**config.mk**
```make
export PLATFORM = sky130hd
export DESIGN_NAME = sdh_seq
export DESIGN_NICKNAME = d
export VERILOG_FILES = /design/src/sv/sdh_pkg.sv /design/src/sv/sdh_seq.sv
export SDC_FILE = /design/constraint.sdc
export NUM_CORES = 1
export LEC_CHECK = 0
export ABC_AREA = 1
export BUFFER_PORTS_ARGS = -buffer_cell sky130_fd_sc_hd__buf_2
export CAP_MARGIN = 20
export CORE_MARGIN = 4
export CORE_UTILIZATION = 42
export CTS_BUF_LIST = sky130_fd_sc_hd__clkbuf_8
export CTS_CLUSTER_SIZE = 25
export DETAILED_ROUTE_END_ITERATION = 6
export SLEW_MARGIN = 20
export SYNTH_ARGS = -nofsm -noshare
export SYNTH_HDL_FRONTEND = slang
export SYNTH_SLANG_ARGS = --single-unit
export TNS_END_PERCENT = 10
```
**constraint.sdc**
```tcl
create_clock -name clk_i -period 3.8 [get_ports clk_i]
set_input_delay 0.76 -clock clk_i [delete_from_list [all_inputs] [get_ports clk_i]]
set_output_delay 0.76 -clock clk_i [all_outputs]
set_load 0.05 [all_outputs]
```
**src/sv/sdh_pkg.sv**
```systemverilog
// package: types, codes and constants for the sd card spi block host
`timescale 1ns / 1ps
package sdh_pkg;

  localparam int BLOCK_BYTES = 512;
  localparam int BUF_AW = $clog2(BLOCK_BYTES);

  localparam logic [7:0] CMD0_C = 8'h40;
  localparam logic [7:0] CMD1_C = 8'h41;
  localparam logic [7:0] CMD17_C = 8'h51;
  localparam logic [7:0] CMD24_C = 8'h58;
  localparam logic [7:0] CRC0_C = 8'h95;
  localparam logic [7:0] TOKEN_C = 8'hfe;
  localparam logic [7:0] FILL_C = 8'hff;
  localparam logic [9:0] PREAMBLE_CLKS = 10'd80;

  typedef enum logic [2:0] {
    OP_TICK = 3'd0, OP_OPEN = 3'd1, OP_FETCH = 3'd2, OP_STORE = 3'd3,
    OP_FLUSH = 3'd4, OP_BUF_WR = 3'd5, OP_BUF_RD = 3'd6, OP_NONE = 3'd7
  } opcode_e;

  typedef enum logic [2:0] {
    ST_OK = 3'd0, ST_RESET_NOT_IDLE = 3'd1, ST_INIT_NO_ANSWER = 3'd2,
    ST_INIT_TIMEOUT = 3'd3, ST_REJECTED = 3'd4, ST_TOKEN_TIMEOUT = 3'd5,
    ST_RESP_TIMEOUT = 3'd6, ST_BUSY_TIMEOUT = 3'd7
  } status_e;

  typedef enum logic [4:0] {
    PH_IDLE, PH_PREAMBLE, PH_CMD, PH_RWAIT, PH_RBITS, PH_TOKWAIT,
    PH_RDATA, PH_WDATA, PH_DRWAIT, PH_DRBITS, PH_NBWAIT
  } phase_e;

  localparam logic [0:0] CFG_BUSY_POLL = 1'b0;
  localparam logic [0:0] CFG_INIT_RETRY = 1'b1;

  typedef struct packed {
    logic [2:0]  opcode;
    logic [31:0] block_address;
    logic [8:0]  buffer_index;
    logic [7:0]  buffer_data;
    logic        miso;
  } sdh_in_t;

  typedef struct packed {
    logic        chip_select_level;
    logic        mosi_level;
    logic        clock_pulse;
    logic        busy_res;
    logic        done_res;
    logic [2:0]  status;
    logic [3:0]  write_response;
    logic [7:0]  read_data;
    logic [15:0] crc_value;
  } sdh_out_t;

  // buffer port requests from the sequencer
  typedef struct packed {
    logic              wr_en;
    logic [BUF_AW-1:0] wr_addr;
    logic [7:0]        wr_data;
    logic [BUF_AW-1:0] rd_addr;
    logic [BUF_AW-1:0] st_addr;
  } sdh_buf_req_t;

endpackage

```
**src/sv/sdh_seq.sv**
```systemverilog
// protocol sequencer: phase machine, counters and result register
`timescale 1ns / 1ps
module sdh_seq import sdh_pkg::*; (
  input  logic         clk_i,
  input  logic         rst_ni,
  input  logic         cfg_we_i,
  input  logic [0:0]   cfg_idx_i,
  input  logic [15:0]  cfg_data_i,
  input  logic         step_i,
  input  sdh_in_t      in_i,
  input  logic         adv_i,
  input  logic [7:0]   buf_rd_i,
  output sdh_buf_req_t buf_req_o,
  output logic [7:0]   store_byte_o,
  output sdh_out_t     res_o
);

  phase_e      phase_q, phase_d;
  logic [3:0]  bit_q, bit_d;
  logic [9:0]  byte_q, byte_d;
  logic [7:0]  shift_q, shift_d;
  logic [15:0] poll_q, poll_d, retry_q, retry_d;
  logic [7:0]  cmd_q, cmd_d;
  logic [31:0] arg_q, arg_d;
  logic [15:0] crc_q, crc_d, cur_blk_d;
  logic [31:0] cur_q;
  logic [31:0] cur_d;
  logic [2:0]  stat_q, stat_d;
  logic [15:0] poll_lim_q, retry_lim_q, poll_lim, retry_lim, poll_inc, retry_inc;
  logic        poll_fail, done, cs, mosi, clk_p;
  logic [3:0]  wr;
  logic [47:0] frame;
  logic [7:0]  rc, sb;
  sdh_out_t    res_d;

  assign poll_lim = (poll_lim_q == '0) ? 16'd1 : poll_lim_q;
  assign retry_lim = (retry_lim_q == '0) ? 16'd1 : retry_lim_q;
  assign poll_inc = poll_q + 16'd1;
  assign retry_inc = retry_q + 16'd1;
  assign poll_fail = (poll_inc == '0) || (poll_inc >= poll_lim);
  assign frame = {cmd_q, arg_q, (cmd_q == CMD0_C) ? CRC0_C : 8'h00};
  assign cur_blk_d = crc_q;

  // store stream byte
  always_comb begin
    if (byte_q == 10'd0) sb = FILL_C;
    else if (byte_q == 10'd1) sb = TOKEN_C;
    else if (byte_q < 10'(BLOCK_BYTES + 2)) sb = buf_rd_i;
    else sb = FILL_C;
  end
  assign store_byte_o = sb;

  // buffer ports: request index, and the next store byte on its own read port
  always_comb begin
    buf_req_o.rd_addr = in_i.buffer_index;
    buf_req_o.st_addr = BUF_AW'(byte_d - 10'd2);
    buf_req_o.wr_en = 1'b0;
    buf_req_o.wr_addr = in_i.buffer_index;
    buf_req_o.wr_data = in_i.buffer_data;
    if (step_i && in_i.opcode == OP_BUF_WR && phase_q == PH_IDLE) begin
      buf_req_o.wr_en = 1'b1;
    end
    if (step_i && adv_i && phase_q == PH_RDATA && byte_q < 10'(BLOCK_BYTES)
        && bit_q == 4'd7) begin
      buf_req_o.wr_en = 1'b1;
      buf_req_o.wr_addr = BUF_AW'(byte_q);
      buf_req_o.wr_data = {shift_q[6:0], in_i.miso};
    end
  end

  // line levels
  always_comb begin
    cs = (phase_q == PH_PREAMBLE);
    mosi = 1'b1;
    if (phase_q == PH_CMD && byte_q < 10'd48) mosi = frame[6'(10'd47 - byte_q)];
    else if (phase_q == PH_WDATA && bit_q < 4'd8) mosi = sb[3'(4'd7 - bit_q)];
  end

  // next state
  always_comb begin
    phase_d = phase_q; bit_d = bit_q; byte_d = byte_q; shift_d = shift_q;
    poll_d = poll_q; retry_d = retry_q; cmd_d = cmd_q; arg_d = arg_q;
    crc_d = crc_q; cur_d = cur_q; stat_d = stat_q;
    done = 1'b0; wr = '0; clk_p = 1'b0; rc = '0;
    if (step_i) begin
      case (opcode_e'(in_i.opcode))
        OP_TICK: begin
          if (phase_q != PH_IDLE) begin
            clk_p = 1'b1;
            case (phase_q)
              PH_PREAMBLE: begin
                byte_d = byte_q + 10'd1;
                if (byte_d >= PREAMBLE_CLKS) begin phase_d = PH_CMD; byte_d = '0; end
              end
              PH_CMD: begin
                byte_d = byte_q + 10'd1;
                if (byte_d >= 10'd48) begin phase_d = PH_RWAIT; poll_d = '0; end
              end
              PH_RWAIT: begin
                if (!in_i.miso) begin
                  phase_d = PH_RBITS; bit_d = '0; byte_d = '0; shift_d = '0;
                end else begin
                  poll_d = poll_inc;
                  if (poll_fail) begin
                    phase_d = PH_IDLE; done = 1'b1;
                    stat_d = (cmd_q == CMD0_C) ? ST_RESET_NOT_IDLE :
                             (cmd_q == CMD1_C) ? ST_INIT_NO_ANSWER : ST_REJECTED;
                  end
                end
              end
              PH_RBITS: begin
                shift_d = {shift_q[6:0], in_i.miso};
                bit_d = bit_q + 4'd1;
                if (bit_d >= 4'd7) begin
                  rc = {1'b0, shift_d[6:0]};
                  if (cmd_q == CMD0_C) begin
                    if (rc == 8'd1) begin
                      cmd_d = CMD1_C; arg_d = '0; retry_d = '0;
                      phase_d = PH_CMD; byte_d = '0;
                    end else begin
                      phase_d = PH_IDLE; done = 1'b1; stat_d = ST_RESET_NOT_IDLE;
                    end
                  end else if (cmd_q == CMD1_C) begin
                    if (rc == 8'd0) begin
                      phase_d = PH_IDLE; done = 1'b1; stat_d = ST_OK;
                    end else begin
                      retry_d = retry_inc;
                      if (retry_inc == '0 || retry_inc >= retry_lim) begin
                        phase_d = PH_IDLE; done = 1'b1; stat_d = ST_INIT_TIMEOUT;
                      end else begin
                        phase_d = PH_CMD; byte_d = '0;
                      end
                    end
                  end else if (cmd_q == CMD17_C && rc == 8'd0) begin
                    phase_d = PH_TOKWAIT; poll_d = '0;
                  end else if (cmd_q == CMD24_C && rc == 8'd0) begin
                    phase_d = PH_WDATA; bit_d = '0; byte_d = '0; shift_d = '0;
                  end else begin
                    phase_d = PH_IDLE; done = 1'b1; stat_d = ST_REJECTED;
                  end
                end
              end
              PH_TOKWAIT: begin
                if (!in_i.miso) begin
                  phase_d = PH_RDATA; bit_d = '0; byte_d = '0; shift_d = '0;
                end else begin
                  poll_d = poll_inc;
                  if (poll_fail) begin
                    phase_d = PH_IDLE; done = 1'b1; stat_d = ST_TOKEN_TIMEOUT;
                  end
                end
              end
              PH_RDATA: begin
                bit_d = bit_q + 4'd1;
                if (byte_q < 10'(BLOCK_BYTES)) begin
                  shift_d = {shift_q[6:0], in_i.miso};
                  if (bit_d >= 4'd8) begin byte_d = byte_q + 10'd1; bit_d = '0; end
                end else begin
                  crc_d = {crc_q[14:0], in_i.miso};
                  if (bit_d >= 4'd8) begin
                    bit_d = '0; byte_d = byte_q + 10'd1;
                    if (byte_d >= 10'(BLOCK_BYTES + 2)) begin
                      cur_d = arg_q; phase_d = PH_IDLE; done = 1'b1; stat_d = ST_OK;
                    end
                  end
                end
              end
              PH_WDATA: begin
                bit_d = bit_q + 4'd1;
                if (bit_d >= 4'd8) begin
                  bit_d = '0; byte_d = byte_q + 10'd1;
                  if (byte_d >= 10'(BLOCK_BYTES + 4)) begin
                    phase_d = PH_DRWAIT; poll_d = '0;
                  end
                end
              end
              PH_DRWAIT: begin
                if (!in_i.miso) begin
                  phase_d = PH_DRBITS; bit_d = '0; byte_d = '0; shift_d = '0;
                end else begin
                  poll_d = poll_inc;
                  if (poll_fail) begin
                    phase_d = PH_IDLE; done = 1'b1; stat_d = ST_RESP_TIMEOUT;
                  end
                end
              end
              PH_DRBITS: begin
                shift_d = {shift_q[6:0], in_i.miso};
                bit_d = bit_q + 4'd1;
                if (bit_d >= 4'd4) begin phase_d = PH_NBWAIT; poll_d = '0; end
              end
              PH_NBWAIT: begin
                if (in_i.miso) begin
                  wr = shift_q[3:0]; phase_d = PH_IDLE; done = 1'b1; stat_d = ST_OK;
                end else begin
                  poll_d = poll_inc;
                  if (poll_fail) begin
                    wr = shift_q[3:0]; phase_d = PH_IDLE; done = 1'b1;
                    stat_d = ST_BUSY_TIMEOUT;
                  end
                end
              end
              default: phase_d = PH_IDLE;
            endcase
          end
        end
        OP_OPEN: begin
          if (phase_q == PH_IDLE) begin
            cmd_d = CMD0_C; arg_d = '0; phase_d = PH_PREAMBLE; byte_d = '0;
          end
        end
        OP_FETCH: begin
          if (phase_q == PH_IDLE) begin
            cmd_d = CMD17_C; arg_d = in_i.block_address; phase_d = PH_CMD; byte_d = '0;
          end
        end
        OP_STORE, OP_FLUSH: begin
          if (phase_q == PH_IDLE) begin
            cmd_d = CMD24_C;
            arg_d = (in_i.opcode == OP_STORE) ? in_i.block_address : cur_q;
            phase_d = PH_CMD; byte_d = '0;
          end
        end
        default: ;
      endcase
    end
  end

  always_comb begin
    res_d.chip_select_level = cs;
    res_d.mosi_level = mosi;
    res_d.clock_pulse = clk_p;
    res_d.busy_res = (phase_d != PH_IDLE);
    res_d.done_res = done;
    res_d.status = stat_d;
    res_d.write_response = wr;
    res_d.read_data = '0;
    res_d.crc_value = crc_d;
  end

  always_ff @(posedge clk_i or negedge rst_ni) begin
    if (!rst_ni) begin
      phase_q <= PH_IDLE; bit_q <= '0; byte_q <= '0; shift_q <= '0;
      poll_q <= '0; retry_q <= '0; cmd_q <= '0; arg_q <= '0;
      crc_q <= 16'hffff; cur_q <= '0; stat_q <= ST_OK;
      poll_lim_q <= 16'hffff; retry_lim_q <= 16'hffff;
    end else begin
      phase_q <= phase_d; bit_q <= bit_d; byte_q <= byte_d; shift_q <= shift_d;
      poll_q <= poll_d; retry_q <= retry_d; cmd_q <= cmd_d; arg_q <= arg_d;
      crc_q <= crc_d; cur_q <= cur_d; stat_q <= stat_d;
      if (cfg_we_i && cfg_idx_i == CFG_BUSY_POLL) poll_lim_q <= cfg_data_i;
      if (cfg_we_i && cfg_idx_i == CFG_INIT_RETRY) retry_lim_q <= cfg_data_i;
    end
  end

  always_ff @(posedge clk_i) begin
    if (step_i) res_o <= res_d;
  end

  logic unused;
  assign unused = ^cur_blk_d;

endmodule

```
==> summary.txt <==
Final layout
  • Commonest cells after routing, fill and taps aside: sky130_fd_sc_hd__nand2_1, sky130_fd_sc_hd__inv_1, sky130_fd_sc_hd__o21ai_0
  • Layout cells sized above 1: 25.78%
  • Fin cells: 2425
  • Filler cell count in the final layout: 3023
  • Final #Nets: 2124
  • Most frequent standard cell in the layout excluding fill and tap cells: sky130_fd_sc_hd__nand2_1
  • Summed area of non-filler cells in the final layout: 16030 um2
  • Antenna diode instance count: 0
  • Signed area change from the synthesized netlist to the final layout: 22.99%

Setup path
  • FF-to-FF path depth: 22
  • Required arrival time at the worst endpoint: 3040 ps
  • Arr. time, crit path: 3800 ps
  • Count of buffer and inverter cells on the critical path: 4
  • Category of the worst setup path capture point: output port
  • Critical Path Source Type: register
  • Reg-to-reg startpoint: poll_q[0]$_DFFE_PN0P_
  • Endpoint of the worst-slack reg-to-reg timing path: res_o[31]$_SDFFCE_PN0P_
  • Largest stage delay on the critical path: 420 ps
  • Type of the worst setup path: reg2out
  • Maximum fanout count along the critical path: 6
  • Critical path startpoint: retry_q[1]$_DFFE_PN0P_
  • Largest delay share family, worst path: simple AND/OR/NAND/NOR gates
  • Most repeated library cell on the critical path: sky130_fd_sc_hd__nand2_2
  • Slowest cell on the critical path: sky130_fd_sc_hd__dfrtp_2
  • Slack of the worst reg-to-reg path: 350 ps

Timing
  • Final worst path period share: 120.1%
  • Total count of max-transition violations in the final report: 0
  • Post-layout min period: 4563 ps
  • Setup repair after global routing missed its margin: true
  • Maximum clock rate: 0.2191 GHz
  • Count of endpoints failing setup in the final report: 9
  • Final setup margin: -763.1 ps
  • Least-Margin Pin Slew: 947.0 ps
  • Final Hold Vio Count: 0
  • Remaining max-slew budget at the tightest pin: 36.71%
  • Final setup skew: 23.58 ps
  • Hold slack final: 235.8 ps

Pwr
  • Maximum VDD drop: 485.8 uV
  • Lkg Pwr: 7.982 nW
  • Combinational share of power: 40.0%
  • Flop pwr share: 32.6%
  • Internal portion of total power: 5.016 mW
  • Sw Ratio: 40.80%
  • Overall power: 8.474 mW
  • Net switching power of the design: 3.458 mW
  • Clock network power share: 27.4%
  • Pwr per Cell Area: 528.7 nW/um2

Run status
  • Status: finished with violations
  • Failing checks: negative setup slack

Die
  • Placeable core region: 30590 um2
  • Total Die Area: 33910 um2
  • Ports placed on the boundary: 163
  • DIE WIDTH: 184.2 um
  • Number of rows in the core area: 64
  • Starting utilization of the core area: 42.60%
  • Die Y-Extent: 184.2 um

Synthesis
  • Post-Synthesis Cell Area: 13030 um2
  • Number of standard cells after synthesis: 1756
  • Post-synthesis simple-gate area fraction: 25.78%
  • Synth top area cells: sky130_fd_sc_hd__dfrtp_1, sky130_fd_sc_hd__nand2_1, sky130_fd_sc_hd__dfstp_2
  • Post-Syn Area per Cell: 7.422 um2
  • Total number of yosys warnings: 0
  • Fraction of post-synthesis cell area in the top cell type by area: 24.77%
  • Asr flop ratio synth: 86.34%
  • Mux contribution to synthesized area: 1.210%
  • Largest family of logic cells by synthesized area: simple AND/OR/NAND/NOR gates
  • Number of distinct standard cells referenced by the synthesized netlist: 59
  • Post-synthesis sequential element count: 205
  • Xor/xnor cell area share of the yosys netlist: 1.008%
  • Adder and majority gate portion of the synthesized area: 4.128%
  • Share of the synthesized area in compound gates (AO/OA/AOI/OAI): 15.84%
  • Count of flip-flops with a built-in enable after synthesis: 28
  • Share of synthesized area occupied by flip-flops and latches: 40.90%
  • Most used flip-flop cell after synthesis: sky130_fd_sc_hd__dfrtp_1
  • Library cell with the largest summed area after synthesis: sky130_fd_sc_hd__dfrtp_1

Route
  • Detail Route met2 WL: 17190 um
  • ANT nets after route: 0
  • Total wire length after detailed routing: 36510 um
  • Total length of routed met3 wires: 1783 um
  • DRC violation count after routing: 0
  • Sum of routed wire segments on met1: 16440 um
  • Violation count after the first detailed-route iteration: 973
  • Total number of vias: 12320
  • Average detailed-routed wire length per instance: 15.05 um
  • Top metal layer carrying routed signals: met5
  • Detailed-route vias per instance: 5.079
  • First-pass DRT Iterations: 5

Run
  • Max-cap check violation count: 0

Place
  • Post-placement cell count: 2341
  • Weighted congestion reported at the end of routability-driven placement: 0.9454
  • Final HPWL DP: 26830 um
  • IO Port Bufs: 154
  • Total cell area at the placement stage: 14840 um2

CTS
  • CTS hold repair buffers: 0
  • Clock Path Buffers: 3
  • Insertion delay of the later-clocked pin in the worst-skew pair: 540 ps
  • CTS tree: built
  • Clock sink total: 205
  • Worst-path clk slew: 60 ps
  • Cts bufs inserted: 40
  • H-tree Lvls: 2
  • Library cell used as clock root buffer: sky130_fd_sc_hd__clkbuf_8

Global route
  • Final global-route overflow total: 0
  • Global-route wire length before repair: 59280 um
  • Overall Global Routing Usage: 21.23%
  • Number of antenna violations at the first check in global routing: 1
  • Pin count of the biggest net entering global routing: 70
  • Vias in the first global route: 12000

Hold path
  • Hold WC Path Type: in2async
[registers in the layout (all words and copies together), names as in the netlist]
signal / count
cmd_q: 4
retry_q: 16
phase_q: 5
poll_lim_q: 16
arg_q: 32
shift_q: 7
byte_q: 10
stat_q: 3
cur_q: 32
retry_lim_q: 16
bit_q: 4
res_o: 28
poll_q: 16
crc_q: 16
[metal layers]
layer | global-route usage [%] | vias to the layer above
li1 | - | 6203
met1 | 28.57 | 5736
met2 | 35.29 | 309
met3 | 3.237 | 67
met4 | 6.921 | 2
met5 | 0 | -
[power groups by stage]
stage | clock network, mW | registers, mW | logic [mW]
after global routing | 2.48 | 2.81 | 3.76
after detailed placement | 0 | 2.79 | 3.20
after global placement | 0 | 2.79 | 3.16
after floorplan | 0 | 2.81 | 2.28
after CTS | 2.39 | 2.76 | 3.36
final | 2.32 | 2.76 | 3.39
[cells by family (layout without fill, tap and decap cells)]
family / after synthesis / after routing
AND/OR/NAND/NOR: 747 / 747
AO/OA/AOI/OAI: 378 / 378
buffers and inverters: 353 / 619
flip-flops: 205 / 205
adder cells (fa/ha/maj): 43 / 43
XOR/XNOR: 15 / 15
multiplexers: 14 / 14
other: 1 / 8
[cells in the mapped netlist (3+ instances only)]
master	n
sky130_fd_sc_hd__nand2_1	395
sky130_fd_sc_hd__nand4_1	29
sky130_fd_sc_hd__nor4_1	7
sky130_fd_sc_hd__nand2_2	16
sky130_fd_sc_hd__nor3_1	17
sky130_fd_sc_hd__nand3_1	98
sky130_fd_sc_hd__buf_4	25
sky130_fd_sc_hd__o2111ai_1	3
sky130_fd_sc_hd__o21ai_1	25
sky130_fd_sc_hd__mux2_2	14
sky130_fd_sc_hd__o211ai_1	4
sky130_fd_sc_hd__buf_2	11
sky130_fd_sc_hd__inv_1	252
sky130_fd_sc_hd__edfxtp_1	28
sky130_fd_sc_hd__dfrtp_1	129
sky130_fd_sc_hd__nor3_2	4
sky130_fd_sc_hd__dfstp_2	48
sky130_fd_sc_hd__nor2_4	8
sky130_fd_sc_hd__clkbuf_1	34
sky130_fd_sc_hd__a21oi_1	54
sky130_fd_sc_hd__nand2_4	6
sky130_fd_sc_hd__xor2_1	14
sky130_fd_sc_hd__ha_1	43
sky130_fd_sc_hd__or2_2	3
sky130_fd_sc_hd__o22ai_1	15
sky130_fd_sc_hd__a22oi_1	3
sky130_fd_sc_hd__inv_2	26
sky130_fd_sc_hd__o21ai_0	242
sky130_fd_sc_hd__a31oi_1	8
sky130_fd_sc_hd__buf_1	3
sky130_fd_sc_hd__nor2_1	141
sky130_fd_sc_hd__nand3_2	5
sky130_fd_sc_hd__nor2_2	6
sky130_fd_sc_hd__a32o_1	3
sky130_fd_sc_hd__a21oi_4	3
[layout make-up]
cell class	instances	area (um2)	area share, %
clock inverters	21	138.9	0.8664
repair buffers	268	1765	11.01
well taps	396	495.5	3.091
inverters	278	1044	6.510
multi-input cells	1205	6536	40.78
flip-flops and latches	205	5334	33.28
clock buffers	52	715.7	4.465
[timing repair]
item                       CTS  global route
setup endpoints to repair    9            11
buffers inserted             6             5
resized for setup           51            22
pin swaps                   39            31
[per-stage QoR]
step	utilization (%)	TNS [ps]	setup slack, ps
5_1_grt	52.40	-8215	-1008
3_3_place_gp	48.51	-2015	-354.0
2_1_floorplan	-	-1103	-204.6
3_5_place_dp	48.51	-2506	-428.1
6_report	52.40	-6041	-763.1
4_1_cts	52.00	-6046	-804.7
[worst max path at each step]
stage / slack [ps] / cells after the start / endpoint
2_1_floorplan: -200 / 25 / buf_req_o[7]
3_3_place_gp: -350 / 25 / buf_req_o[7]
3_5_place_dp: -430 / 25 / buf_req_o[7]
4_1_cts: -800 / 26 / buf_req_o[7]
5_1_grt: -1010 / 25 / buf_req_o[7]
6_report: -760 / 25 / buf_req_o[7]
Power figures use the tool's default switching activity.
